### src/hw/rtl/mrff_pkg.sv
// ----------------------------------------------------------------------------
// mrff_pkg
// Shared types and constants of the Modbus RTU response frame finder:
// operation codes, register indexes, frame sizing constants and the
// command and status bundles between controller and datapath.
// ----------------------------------------------------------------------------
package mrff_pkg;

    // operation carried in tuser of the request channel
    typedef enum logic [1:0] {
        OP_PUSH  = 2'd0,
        OP_CLEAR = 2'd1,
        OP_READ  = 2'd2,
        OP_NONE  = 2'd3
    } t_op;

    // configuration register indexes
    localparam logic [1:0] REG_SLAVE_ADDR = 2'd0;
    localparam logic [1:0] REG_EXP_FUNC   = 2'd1;

    // reset values of the configuration registers
    localparam logic [7:0] SLAVE_ADDR_RST = 8'd1;
    localparam logic [7:0] EXP_FUNC_RST   = 8'h03;

    // function codes and frame sizing
    localparam logic [7:0] FN_READ        = 8'h03;
    localparam logic [7:0] FN_WRITE       = 8'h10;
    localparam logic [7:0] FN_EXC_BIT     = 8'h80;
    localparam logic [7:0] ADDR_FALLBACK  = 8'd1;
    localparam logic [8:0] MIN_FRAME_LEN  = 9'd5;
    localparam logic [8:0] READ_OVERHEAD  = 9'd5;
    localparam logic [8:0] WRITE_LEN      = 9'd8;
    localparam logic [8:0] EXC_LEN        = 9'd5;

    // which buffer position a read looks at, relative to the head
    typedef enum logic [1:0] {
        RD_HEAD  = 2'd0,
        RD_FUNC  = 2'd1,
        RD_COUNT = 2'd2,
        RD_INDEX = 2'd3
    } t_rd_sel;

    // controller states
    typedef enum logic [2:0] {
        ST_IDLE,
        ST_SCAN_TOP,
        ST_SRCH_CHK,
        ST_GET_FN,
        ST_GET_CNT,
        ST_RD_WAIT,
        ST_FINISH
    } t_state;

    // commands from controller to datapath
    typedef struct packed {
        logic    push;
        logic    clear;
        logic    drop;
        logic    set_frame;
        logic    cap_fn;
        logic    cap_data;
        logic    zero_data;
        logic    rd_en;
        t_rd_sel rd_sel;
        logic    load_out;
    } t_dp_cmd;

    // status from datapath to controller
    typedef struct packed {
        logic can_push;
        logic read_ok;
        logic fill_lt_min;
        logic fill_is_one;
        logic byte_match;
        logic size_zero;
        logic fill_lt_size;
        logic out_free;
    } t_dp_status;

endpackage

### src/hw/rtl/mrff_ram.sv
// ----------------------------------------------------------------------------
// mrff_ram
// Generic simple dual-port RAM: one write port, one read port with
// registered read data.
// ----------------------------------------------------------------------------
module mrff_ram #(
    parameter int WIDTH = 8,
    parameter int DEPTH = 512
) (
    input  logic                     i_clk,
    input  logic                     i_wr_en,
    input  logic [$clog2(DEPTH)-1:0] i_wr_addr,
    input  logic [WIDTH-1:0]         i_wr_data,
    input  logic                     i_rd_en,
    input  logic [$clog2(DEPTH)-1:0] i_rd_addr,
    output logic [WIDTH-1:0]         o_rd_data
);

    logic [WIDTH-1:0] r_mem [DEPTH];
    logic [WIDTH-1:0] r_rd_data;

    // write port
    always_ff @(posedge i_clk) begin
        if (i_wr_en) begin
            r_mem[i_wr_addr] <= i_wr_data;
        end
    end

    // registered read port
    always_ff @(posedge i_clk) begin
        if (i_rd_en) begin
            r_rd_data <= r_mem[i_rd_addr];
        end
    end

    assign o_rd_data = r_rd_data;

endmodule

### src/hw/rtl/mrff_dpath.sv
// ----------------------------------------------------------------------------
// mrff_dpath
// Datapath of the frame finder: circular byte buffer with head pointer and
// fill count, configuration registers, frame sizing, held frame status and
// the output register of the result channel.
// ----------------------------------------------------------------------------
module mrff_dpath
    import mrff_pkg::*;
#(
    parameter int BUFFER_DEPTH = 512
) (
    input  logic        i_clk,
    input  logic        i_rst_n,
    // configuration writes
    input  logic        i_cfg_wr,
    input  logic [1:0]  i_cfg_index,
    input  logic [7:0]  i_cfg_data,
    // request fields
    input  logic [7:0]  i_rx_byte,
    input  logic [8:0]  i_read_index,
    // controller interface
    input  t_dp_cmd     i_cmd,
    output t_dp_status  o_status,
    // result channel
    output logic        o_out_valid,
    input  logic        i_out_ready,
    output logic        o_frame_done,
    output logic        o_frame_kind,
    output logic [8:0]  o_frame_length,
    output logic [7:0]  o_read_data
);

    localparam int AW = $clog2(BUFFER_DEPTH);
    localparam int CW = $clog2(BUFFER_DEPTH + 1);

    logic [7:0]    r_slave_addr;
    logic [7:0]    r_exp_func;
    logic [AW-1:0] r_head, n_head;
    logic [CW-1:0] r_fill, n_fill;
    logic          r_done;
    logic [8:0]    r_len;
    logic          r_kind;
    logic [7:0]    r_fn;
    logic [7:0]    r_data;
    logic          r_out_valid;
    logic          r_out_done;
    logic          r_out_kind;
    logic [8:0]    r_out_len;
    logic [7:0]    r_out_data;

    logic [CW-1:0] rd_off;
    logic [CW:0]   rd_sum;
    logic [CW:0]   wr_sum;
    logic [AW-1:0] rd_addr;
    logic [AW-1:0] wr_addr;
    logic [7:0]    ram_rdata;
    logic [7:0]    match_addr;
    logic [8:0]    size;
    logic          size_kind;

    // configuration registers
    always_ff @(posedge i_clk) begin
        if (!i_rst_n) begin
            r_slave_addr <= SLAVE_ADDR_RST;
            r_exp_func   <= EXP_FUNC_RST;
        end else if (i_cfg_wr) begin
            if (i_cfg_index == REG_SLAVE_ADDR) begin
                r_slave_addr <= i_cfg_data;
            end
            if (i_cfg_index == REG_EXP_FUNC) begin
                r_exp_func <= i_cfg_data;
            end
        end
    end

    // address zero stands for address one
    assign match_addr = (r_slave_addr == '0) ? ADDR_FALLBACK : r_slave_addr;

    // read position relative to the head, wrapped into the buffer
    always_comb begin
        unique case (i_cmd.rd_sel)
            RD_HEAD:  rd_off = '0;
            RD_FUNC:  rd_off = CW'(1);
            RD_COUNT: rd_off = CW'(2);
            RD_INDEX: rd_off = CW'(i_read_index);
            default:  rd_off = '0;
        endcase
    end

    assign rd_sum  = (CW+1)'(r_head) + (CW+1)'(rd_off);
    assign rd_addr = (rd_sum >= (CW+1)'(BUFFER_DEPTH)) ?
                     AW'(rd_sum - (CW+1)'(BUFFER_DEPTH)) : AW'(rd_sum);

    // write position is one past the last held byte
    assign wr_sum  = (CW+1)'(r_head) + (CW+1)'(r_fill);
    assign wr_addr = (wr_sum >= (CW+1)'(BUFFER_DEPTH)) ?
                     AW'(wr_sum - (CW+1)'(BUFFER_DEPTH)) : AW'(wr_sum);

    mrff_ram #(
        .WIDTH (8),
        .DEPTH (BUFFER_DEPTH)
    ) u_ram (
        .i_clk     (i_clk),
        .i_wr_en   (i_cmd.push),
        .i_wr_addr (wr_addr),
        .i_wr_data (i_rx_byte),
        .i_rd_en   (i_cmd.rd_en),
        .i_rd_addr (rd_addr),
        .o_rd_data (ram_rdata)
    );

    // frame size from function code and byte count
    always_comb begin
        size      = '0;
        size_kind = 1'b0;
        if (r_fn == r_exp_func) begin
            if (r_exp_func == FN_READ) begin
                size = 9'(ram_rdata) + READ_OVERHEAD;
            end else if (r_exp_func == FN_WRITE) begin
                size = WRITE_LEN;
            end
        end else if (r_fn == (r_exp_func | FN_EXC_BIT)) begin
            size      = EXC_LEN;
            size_kind = 1'b1;
        end
    end

    // head pointer and fill count
    always_comb begin
        n_head = r_head;
        n_fill = r_fill;
        if (i_cmd.clear) begin
            n_head = '0;
            n_fill = '0;
        end else if (i_cmd.push) begin
            n_fill = r_fill + CW'(1);
        end else if (i_cmd.drop) begin
            n_head = (r_head == AW'(BUFFER_DEPTH - 1)) ? '0 : r_head + AW'(1);
            n_fill = r_fill - CW'(1);
        end
    end

    always_ff @(posedge i_clk) begin
        if (!i_rst_n) begin
            r_head <= '0;
            r_fill <= '0;
        end else begin
            r_head <= n_head;
            r_fill <= n_fill;
        end
    end

    // held frame status
    always_ff @(posedge i_clk) begin
        if (!i_rst_n) begin
            r_done <= 1'b0;
            r_len  <= '0;
            r_kind <= 1'b0;
        end else if (i_cmd.clear) begin
            r_done <= 1'b0;
            r_len  <= '0;
            r_kind <= 1'b0;
        end else if (i_cmd.set_frame) begin
            r_done <= 1'b1;
            r_len  <= size;
            r_kind <= size_kind;
        end
    end

    // function byte and read data capture
    always_ff @(posedge i_clk) begin
        if (i_cmd.cap_fn) begin
            r_fn <= ram_rdata;
        end
        if (i_cmd.zero_data) begin
            r_data <= '0;
        end else if (i_cmd.cap_data) begin
            r_data <= ram_rdata;
        end
    end

    // result register
    always_ff @(posedge i_clk) begin
        if (!i_rst_n) begin
            r_out_valid <= 1'b0;
        end else if (i_cmd.load_out) begin
            r_out_valid <= 1'b1;
        end else if (i_out_ready) begin
            r_out_valid <= 1'b0;
        end
    end

    always_ff @(posedge i_clk) begin
        if (i_cmd.load_out) begin
            r_out_done <= r_done;
            r_out_kind <= r_kind;
            r_out_len  <= r_len;
            r_out_data <= r_data;
        end
    end

    // status toward the controller
    assign o_status.can_push     = !r_done && (r_fill < CW'(BUFFER_DEPTH));
    assign o_status.read_ok      = r_done && (i_read_index < r_len);
    assign o_status.fill_lt_min  = r_fill < CW'(MIN_FRAME_LEN);
    assign o_status.fill_is_one  = r_fill == CW'(1);
    assign o_status.byte_match   = ram_rdata == match_addr;
    assign o_status.size_zero    = size == '0;
    assign o_status.fill_lt_size = r_fill < CW'(size);
    assign o_status.out_free     = !r_out_valid || i_out_ready;

    assign o_out_valid    = r_out_valid;
    assign o_frame_done   = r_out_done;
    assign o_frame_kind   = r_out_kind;
    assign o_frame_length = r_out_len;
    assign o_read_data    = r_out_data;

endmodule

### src/hw/rtl/mrff_ctrl.sv
// ----------------------------------------------------------------------------
// mrff_ctrl
// Controller of the frame finder: takes one request at a time, runs the
// address hunt and frame sizing over the buffer one byte read per cycle,
// and hands the result to the output register.
// ----------------------------------------------------------------------------
module mrff_ctrl
    import mrff_pkg::*;
(
    input  logic       i_clk,
    input  logic       i_rst_n,
    input  logic       i_req_valid,
    output logic       o_req_ready,
    input  logic [1:0] i_op,
    input  t_dp_status i_status,
    output t_dp_cmd    o_cmd
);

    t_state r_state, n_state;
    t_op    op;

    assign op = t_op'(i_op);

    // state register
    always_ff @(posedge i_clk) begin
        if (!i_rst_n) begin
            r_state <= ST_IDLE;
        end else begin
            r_state <= n_state;
        end
    end

    // next state and commands
    always_comb begin
        n_state     = r_state;
        o_cmd       = '0;
        o_cmd.rd_sel = RD_HEAD;
        o_req_ready = 1'b0;
        unique case (r_state)
            ST_IDLE: begin
                o_req_ready = 1'b1;
                if (i_req_valid) begin
                    o_cmd.zero_data = 1'b1;
                    n_state         = ST_FINISH;
                    unique case (op)
                        OP_PUSH: begin
                            if (i_status.can_push) begin
                                o_cmd.push = 1'b1;
                                n_state    = ST_SCAN_TOP;
                            end
                        end
                        OP_CLEAR: begin
                            o_cmd.clear = 1'b1;
                        end
                        OP_READ: begin
                            if (i_status.read_ok) begin
                                o_cmd.rd_en  = 1'b1;
                                o_cmd.rd_sel = RD_INDEX;
                                n_state      = ST_RD_WAIT;
                            end
                        end
                        OP_NONE: begin
                            n_state = ST_FINISH;
                        end
                        default: begin
                            n_state = ST_FINISH;
                        end
                    endcase
                end
            end
            // too few bytes to size a frame: stop, else look at the head
            ST_SCAN_TOP: begin
                if (i_status.fill_lt_min) begin
                    n_state = ST_FINISH;
                end else begin
                    o_cmd.rd_en  = 1'b1;
                    o_cmd.rd_sel = RD_HEAD;
                    n_state      = ST_SRCH_CHK;
                end
            end
            // head byte against the slave address, dropping until it matches
            ST_SRCH_CHK: begin
                if (i_status.byte_match) begin
                    if (i_status.fill_lt_min) begin
                        n_state = ST_FINISH;
                    end else begin
                        o_cmd.rd_en  = 1'b1;
                        o_cmd.rd_sel = RD_FUNC;
                        n_state      = ST_GET_FN;
                    end
                end else begin
                    o_cmd.drop = 1'b1;
                    if (i_status.fill_is_one) begin
                        n_state = ST_FINISH;
                    end else begin
                        // next head is one past the current one
                        o_cmd.rd_en  = 1'b1;
                        o_cmd.rd_sel = RD_FUNC;
                    end
                end
            end
            ST_GET_FN: begin
                o_cmd.cap_fn = 1'b1;
                o_cmd.rd_en  = 1'b1;
                o_cmd.rd_sel = RD_COUNT;
                n_state      = ST_GET_CNT;
            end
            // size known: drop and rescan, wait for more bytes, or hold
            ST_GET_CNT: begin
                if (i_status.size_zero) begin
                    o_cmd.drop = 1'b1;
                    n_state    = ST_SCAN_TOP;
                end else begin
                    o_cmd.set_frame = !i_status.fill_lt_size;
                    n_state         = ST_FINISH;
                end
            end
            ST_RD_WAIT: begin
                o_cmd.cap_data = 1'b1;
                n_state        = ST_FINISH;
            end
            ST_FINISH: begin
                if (i_status.out_free) begin
                    o_cmd.load_out = 1'b1;
                    n_state        = ST_IDLE;
                end
            end
            default: begin
                n_state = ST_IDLE;
            end
        endcase
    end

endmodule

### src/hw/rtl/modbus_response_frame_finder.sv
// ----------------------------------------------------------------------------
// modbus_response_frame_finder
// Hunts a Modbus RTU response in a stream of received bytes, sizes it by
// function code and holds it for readout by index until cleared.
// ----------------------------------------------------------------------------
// Each request (push, clear, read, or the unused code) yields exactly one
// status result. A clear, an ignored push, the unused code or a read that
// finds no byte to return goes straight to the finishing state, and a read
// of a held frame byte first waits for the registered buffer read. A push
// stops while fewer than five bytes are held. With five or more held, a
// push drops bytes while hunting the slave address, stops when the address
// turns up with fewer than five bytes left, else reads the function code
// and byte count, and after each function mismatch drops the head byte and
// rescans. The byte buffer has a single read port, which the sequencer
// walks one byte per cycle. The
// buffer is circular, so no bytes are moved when the head advances. While a
// result still waits in the output register the sequencer holds in its last
// state; a new request is taken as soon as the previous result sits in the
// output register.
// ----------------------------------------------------------------------------
module modbus_response_frame_finder
    import mrff_pkg::*;
#(
    parameter int BUFFER_DEPTH = 512
) (
    input  logic        i_clk,
    input  logic        i_rst_n,
    // request channel
    input  logic        i_s_tvalid,
    output logic        o_s_tready,
    input  logic [23:0] i_s_tdata,   // rx_byte [7:0], read_index [16:8], zero pad
    input  logic [1:0]  i_s_tuser,   // op [1:0]
    // result channel
    output logic        o_m_tvalid,
    input  logic        i_m_tready,
    output logic [23:0] o_m_tdata,   // frame_length [8:0], read_data [16:9], zero pad
    output logic [1:0]  o_m_tuser,   // frame_done [0], frame_kind [1]
    // configuration write channel
    input  logic        i_cfg_valid,
    output logic        o_cfg_ready,
    input  logic [1:0]  i_cfg_index,
    input  logic [7:0]  i_cfg_data
);

    t_dp_cmd    cmd;
    t_dp_status status;
    logic       frame_done;
    logic       frame_kind;
    logic [8:0] frame_length;
    logic [7:0] read_data;

    assign o_cfg_ready = 1'b1;

    // sequencer
    mrff_ctrl u_ctrl (
        .i_clk       (i_clk),
        .i_rst_n     (i_rst_n),
        .i_req_valid (i_s_tvalid),
        .o_req_ready (o_s_tready),
        .i_op        (i_s_tuser),
        .i_status    (status),
        .o_cmd       (cmd)
    );

    // buffer, sizing and result register
    mrff_dpath #(
        .BUFFER_DEPTH (BUFFER_DEPTH)
    ) u_dpath (
        .i_clk          (i_clk),
        .i_rst_n        (i_rst_n),
        .i_cfg_wr       (i_cfg_valid && o_cfg_ready),
        .i_cfg_index    (i_cfg_index),
        .i_cfg_data     (i_cfg_data),
        .i_rx_byte      (i_s_tdata[7:0]),
        .i_read_index   (i_s_tdata[16:8]),
        .i_cmd          (cmd),
        .o_status       (status),
        .o_out_valid    (o_m_tvalid),
        .i_out_ready    (i_m_tready),
        .o_frame_done   (frame_done),
        .o_frame_kind   (frame_kind),
        .o_frame_length (frame_length),
        .o_read_data    (read_data)
    );

    // pack result fields
    assign o_m_tdata = {7'd0, read_data, frame_length};
    assign o_m_tuser = {frame_kind, frame_done};

endmodule

### config.mk
export PLATFORM = sky130hd
export DESIGN_NAME = modbus_response_frame_finder
export DESIGN_NICKNAME = d
export VERILOG_FILES = /design/src/hw/rtl/mrff_pkg.sv /design/src/hw/rtl/mrff_ram.sv /design/src/hw/rtl/mrff_dpath.sv /design/src/hw/rtl/mrff_ctrl.sv /design/src/hw/rtl/modbus_response_frame_finder.sv
export SDC_FILE = /design/constraint.sdc
export NUM_CORES = 2
export LEC_CHECK = 0
export ABC_CLOCK_PERIOD_IN_PS = 7660
export BUFFER_PORTS_ARGS = -buffer_cell sky130_fd_sc_hd__buf_4
export CORE_ASPECT_RATIO = 0.7
export CORE_UTILIZATION = 35
export CTS_BUF_LIST = sky130_fd_sc_hd__clkbuf_16
export DETAILED_ROUTE_END_ITERATION = 8
export GPL_TIMING_DRIVEN = 0
export HOLD_SLACK_MARGIN = 0.05
export SLEW_MARGIN = 5
export SYNTH_ARGS = -nofsm -noshare
export SYNTH_HDL_FRONTEND = slang
export SYNTH_SLANG_ARGS = --single-unit
### constraint.sdc
create_clock -name i_clk -period 7.66 [get_ports i_clk]
set_input_delay 1.532 -clock i_clk [delete_from_list [all_inputs] [get_ports i_clk]]
set_output_delay 1.532 -clock i_clk [all_outputs]
set_load 0.05 [all_outputs]
-- Word-level counts from Yosys, hierarchy flattened
Memories as Yosys holds them, arrays and structs flattened. A register that Yosys moved wholly into a read port is not among the register bits.
Index checks and enable logic that the tools add are counted.
- bits in registers: 85
- RAM bits: 4096
- input port bits: 41
- memories: 1
- memories (name ; depth ; bits a word ; read ports ; clocked after Yosys merged registers in ; wr ports ; line ; text):
    u_dpath.u_ram.r_mem ; 512 ; 8 ; 1 ; 1 ; 1 ; mrff_ram.sv:19 ; logic [WIDTH-1:0] r_mem [DEPTH];
- $add $sub $neg: 8
- $lt $le $gt $ge: 6
- equal/unequal tests: 22
- muxes and demuxes: 52
- bitwise operators: 2
- reduce and logical (&&, ||, !) cells: 19
- operator list (operator ; number):
    $mux 3 ; 15
    $mux 9 ; 5
    $pmux 10 s4 ; 1
    $eq 8x8->1 ; 3
    $add 9x10->11 ; 2
    $ge 11x10->1 const B ; 2
    $pmux 3 s7 ; 1
    $mux 10 ; 2
    $mux 1 ; 19
    $sub 9x1->9 const B ; 2
    $pmux 3 s4 ; 1
    $add 10x1->10 const B ; 1
    $eq 10x1->1 const B ; 1
    $lt 10x10->1 const B ; 1
    $lt 10x3->1 const B ; 1
    $lt 10x9->1 ; 1
    $sub 10x1->10 const B ; 1
    $add 8x3->9 const B ; 1
    $add 9x1->9 const B ; 1
    $eq 3x3->1 const B ; 3
    $eq 9x9->1 const B ; 1
    $logic_not 9->1 ; 1
    $lt 9x9->1 ; 1
    $eq 8x2->1 const B ; 1
    23 further kinds ; 41

-- Longest topological paths before layout
- depth after elaboration: 11
- depth in mapped cells: 25
- gate-level depth less buffers: 20

-- Modules after synthesis
From an unflattened synthesis, not the netlist that was laid out.
- cell total of the unflattened synthesis: 8576
- area total of the unflattened synthesis: 165123.4 um2
- modules (own cells, without submodules) (module ; instances ; cells an instance ; area each (um2)):
    mrff_ram ; 1 ; 8030 ; 160007.2
    mrff_dpath ; 1 ; 476 ; 4604.4
    mrff_ctrl ; 1 ; 58 ; 429.2
    modbus_response_frame_finder ; 1 ; 12 ; 82.6

-- Worst setup path after synthesis
OpenSTA, ideal clock, no wires.
- kind: input to register
- from: input port i_s_tdata[12]
- to: register u_dpath.u_ram.r_rd_data[1], in the netlist u_dpath.u_ram.o_rd_data[1] (read register of u_dpath.u_ram.r_mem) (data pin)
- setup time: 0.257 ns
- arrival time: 5.851 ns
- required time: 7.403 ns
- slack: 1.552 ns
- stages: 20
- buffers on the path: 4
- cell sequence: ha_1 -> a21oi_1 -> o221ai_1 -> nand2_1 -> and4_1 -> clkbuf_1 -> nor2_1 -> nor2_1 -> nor2_1 -> ha_1 -> fa_1 -> buf_4 -> clkbuf_1 -> clkbuf_1 -> mux4_2 -> mux4_2 -> a2111oi_0 -> a2111oi_0 -> a21boi_1 -> o2111a_1
- cells in the longest elaborated chain, start to end: 11
- elaborated cells on any way between the ends: 15
- ends and longest elaborated chain (element ; line ; text):
    start, declared ; modbus_response_frame_finder.sv:31 ; input logic [23:0] i_s_tdata,
    $lt 9x9->1 ; mrff_dpath.sv:204 ; assign o_status.read_ok = r_done && (i_read_index < r_len);
    $logic_and 1x1->1 ; mrff_dpath.sv:204 ;
    $mux 3 ; mrff_ctrl.sv:56 ; if (i_status.read_ok) begin
    $mux 3 ; mrff_ctrl.sv:45 ; unique case (op)
    $mux 4 ; mrff_ctrl.sv:42 ; if (i_req_valid) begin
    $pmux 3 s4 ; mrff_ctrl.sv:39 ; unique case (r_state)
    $eq 2x2->1, or another cell as far along ; mrff_dpath.sv:81 ; unique case (i_cmd.rd_sel)
    $pmux 10 s4 ; mrff_dpath.sv:81 ;
    $add 9x10->11 ; mrff_dpath.sv:90 ; assign rd_sum = (CW+1)'(r_head) + (CW+1)'(rd_off);
    $sub 9x1->9 or $ge 11x10->1 (tied branches) ; mrff_dpath.sv:92, mrff_dpath.sv:91 ;
    $mux 9 ; mrff_dpath.sv:91 ; assign rd_addr = (rd_sum >= (CW+1)'(BUFFER_DEPTH)) ?
    end, declared ; mrff_ram.sv:20 ; logic [WIDTH-1:0] r_rd_data;
Several ways; a longest one is shown, not always the timed one. The select of a mux whose other input is x is not followed.
A chain may end at the register's enable or synchronous reset.

-- Worst setup path in the final report
- from: input port i_s_tdata[14]
- to: register u_dpath.u_ram.r_rd_data[0], in the netlist u_dpath.u_ram.o_rd_data[0] (read register of u_dpath.u_ram.r_mem) (data pin)
Same word-level chain as after synthesis.

==> results by group <==
Outcome
  – Status: complete, but fails checks
  – Violated checks: max-capacitance violations, max-slew violations, negative setup slack

Power
  – Static Leak: 57.11 nW
  – Comb pwr share: 33.4%
  – Pwr/cell area: 358.4 mW/mm^2
  – Tot Pwr: 67.10 mW
  – Cell-internal power: 44.81 mW
  – Switch Pwr: 22.29 mW
  – Sw Share: 33.22%
  – VDD IR max: 0.2932 mV
  – Part of the power in registers: 37.9%
  – Part of the power in the clock network: 28.7%

Job
  – Max-Cap Viols: 22

Worst setup path
  – Crit path launch: i_s_tdata[14]
  – Cell Chain, Critical Path: buf_4 -> ha_1 -> nand3_1 -> o221ai_1 -> nand2_1 -> and4_1 -> clkbuf_1 -> a31oi_2 -> nor2_1 -> nor2_1 -> ha_1 -> a211oi_4 -> nor2_1 -> o31ai_1 -> a21oi_1 -> xor2_2 -> clkdlybuf4s15_1 -> nor4_2 -> o2111a_1
  – Reg2reg start: u_dpath.u_ram.o_rd_data[4]
  – CP peak stage delay: 1080 ps
  – Worst setup path class: primary input to flip-flop
  – Setup crit end kind: flip-flop
  – CP delay by family, top: simple AND/OR/NAND/NOR gates
  – CP max stage cell: nor4_2
  – CP Launch Type: primary input
  – WP data required: 8390 ps
  – WP buf/inv: 3
  – Crit path max fanout: 10
  – CP most frequent cell: nor2_1
  – WP data arrival: 8580 ps

Place
  – GPL Wtd Cong: 0.9713
  – DP Cell Count: 14.27k
  – Number of buffers added on ports: 54
  – DP Wirelength: 374700 um

Layout
  – Area delta synth->final: 13.82%
  – Fillers: 40.96k
  – Layout Nets: 8484
  – Share of cells above drive strength 1: 25.26%
  – Final Non-Filler Cells: 15.04k

Die
  – Cell Rows: 210
  – Die Span X: 821.4 um
  – Die Ht: 575.6 um
  – Initial core utilization: 35.17%
  – Die area: 0.4728 mm^2
  – # IOs: 70
  – Core Region: 0.4677 mm^2

Route
  – Vias: 90.47k
  – First drt pass iteration count: 6
  – Antenna Nets Post-Route: 0
  – Final wirelength: 546800 um
  – Routed WL per cell: 36.36 um
  – Via density: 6.016
  – DRT iter0 DRCs: 17.07k
  – Drc violations: 0

Logic synthesis
  – Syn Inst Count: 7913
  – Synth top cells by count: 4131 x edfxtp_1, 1123 x mux4_2, 619 x nor2_1
  – Post-synthesis sequential area ratio: 76.12%
  – Most common cell in the netlist: edfxtp_1
  – Number of synthesized register bits: 4189
  – Avg Inst Size Synth: 20.79 um^2
  – Cell accounting for the most synthesized area: edfxtp_1
  – Synth Flop Type: edfxtp_1
  – Mapped Area: 0.1645 mm^2
  – Synth top area share: 75.42%
  – Synth area leaders: edfxtp_1 75%, mux4_2 15%, nor2_1 1.4%, nand2_1 1.3%, dfxtp_1 0.71%
  – Asr flop ratio synth: 0%
  – Post-synth EDFFs: 4131
  – Yosys Warn Count: 0
  – Distinct cell type count after synthesis: 89

Clock tree
  – CTS tree: yes
  – CTS buffer count: 386
  – Clk buf depth: 4
  – CTS Root Cell: clkbuf_16
  – H-tree lvl count: 5
  – Skew-Pair Late Insertion Delay: 1010 ps
  – TritonCTS Sinks: 4189
  – Clock transition at path regs: 70 ps

STA
  – Hold Fails Final Rpt: 0
  – Max Freq: 127.3 MHz
  – Setup ws final: -193.9 ps
  – Worst clock skew: 73.73 ps
  – Crit path time final: 7854 ps
  – Final Cycle Share: 102.5%
  – # setup viols final: 6
  – Final-report max-slew violation count: 123
  – Slew margin rel.: -9.685%
  – Worst-margin pin slew: 1641 ps

Global route
  – GRT overflow: 0
  – GRT Overall Usage: 22.41%
  – Initial antenna violation count: 77
  – Vias in the first global route: 84.28k
  – Global-route wire length before repair: 727600 um
  – Largest net degree at the start of global routing: 158

Worst hold path
  – Hold WC Path Type: flip-flop to flip-flop
  – Hold Crit Start: u_dpath.r_data[7]
-- logic make-up after synthesis --
family                   Yosys count  synth area share (%)
flip-flops                      4189                 76.12
buffers and inverters            480                 1.591
other                              2              0.004566
multiplexers                    1232                 16.04
adder cells (fa/ha/maj)           40                0.3134
AND/OR/NAND/NOR                 1536                 3.987
XOR/XNOR                          53                0.3027
AO/OA/AOI/OAI                    381                 1.639
-- path summary, 6_finish.rpt --
path / end / slack [ps] / depth (start not counted)
hold / removal: u_dpath.o_read_data[7] / 440 / 0
hold reg to reg: u_dpath.o_read_data[7] / 440 / 0
setup / recovery: u_dpath.u_ram.o_rd_data[0] / -190 / 19
setup reg to reg: u_dpath.u_ram.o_rd_data[0] / -160 / 18
-- metal layers --
layer | routed length (um) | track usage, % | vias up
li1 | - | - | 33700
met1 | 216500 | 32.35 | 48030
met2 | 211800 | 28.46 | 7626
met3 | 99440 | 12.20 | 1060
met4 | 18000 | 6.912 | 52
met5 | 1116 | 0.7378 | -
-- registers in the layout, summed over array words and instances (netlist names), 3 cells and up --
signal / count
u_dpath.r_fn: 8
u_dpath.r_exp_func: 8
u_dpath.r_data: 8
u_dpath.o_read_data: 8
u_dpath.r_head: 9
u_dpath.r_fill: 10
u_dpath.u_ram.o_rd_data: 8
u_dpath.r_slave_addr: 8
u_dpath.o_frame_length: 9
u_ctrl.r_state: 3
u_dpath.u_ram.r_mem: 4096
u_dpath.r_len: 9
-- metrics by stage --
stage	setup TNS [ps]	util (%)	cell area, um^2	worst slack (ps)	hold slack, ps
floorplan	0	-	164500	1552	407.6
finish	-688.3	40.03	187200	-193.9	436.8
global placement	-26570	36.93	172700	-3681	424.4
global route	-19.19	39.99	187000	-18.29	455.4
CTS	0	39.92	186700	6.231	437.3
detailed placement	-17470	37.21	174000	-2469	420.6
-- final cells by class --
class	count	area, um^2	area share [%]
Clock inverter	298	2429	1.297
Multi-Input combinational cell	3250	37350	19.95
Clock buffer	393	9834	5.253
Buffer	453	2786	1.488
Tap cell	6254	7825	4.180
Timing Repair Buffer	101	1504	0.8033
Antenna cell	79	197.7	0.1056
Sequential cell	4189	125200	66.88
Inverter	22	82.58	0.04411
-- what timing repair did --
item / CTS / global route
pin swaps: 2 / 2
hold buffers: 0 / 0
buffers inserted: 2 / 0
setup endpoints to repair: 8 / 8
resized for setup: 111 / 74
-- cell usage in the layout, fill, tap and decap left out, types with 30 or more instances in the layout --
cell type / instances
nor2_1: 611
clkbuf_1: 124
ha_1: 37
buf_16: 30
diode_2: 79
edfxtp_1: 4131
inv_1: 101
and3_1: 48
buf_6: 47
nand3_1: 143
buf_2: 113
clkbuf_2: 33
mux2i_1: 102
nand4_1: 36
a221oi_1: 32
clkbuf_16: 393
clkinv_1: 84
nand2_1: 516
bufinv_16: 38
nand2_2: 34
buf_4: 155
nor2b_1: 33
dfxtp_1: 58
o21ai_0: 51
a21oi_1: 91
mux4_2: 1123
clkinv_2: 63
-- power groups by stage --
stage          clock, mW  sequential (mW)  combinational, mW
2_1_floorplan          0             25.9               13.0
3_3_place_gp           0             26.0               21.3
3_5_place_dp           0             25.9               21.5
4_1_cts             19.4             25.4               21.7
5_1_grt             20.1             25.4               22.8
6_report            19.3             25.4               22.4
No activity file was read; power rests on OpenSTA's default activity.
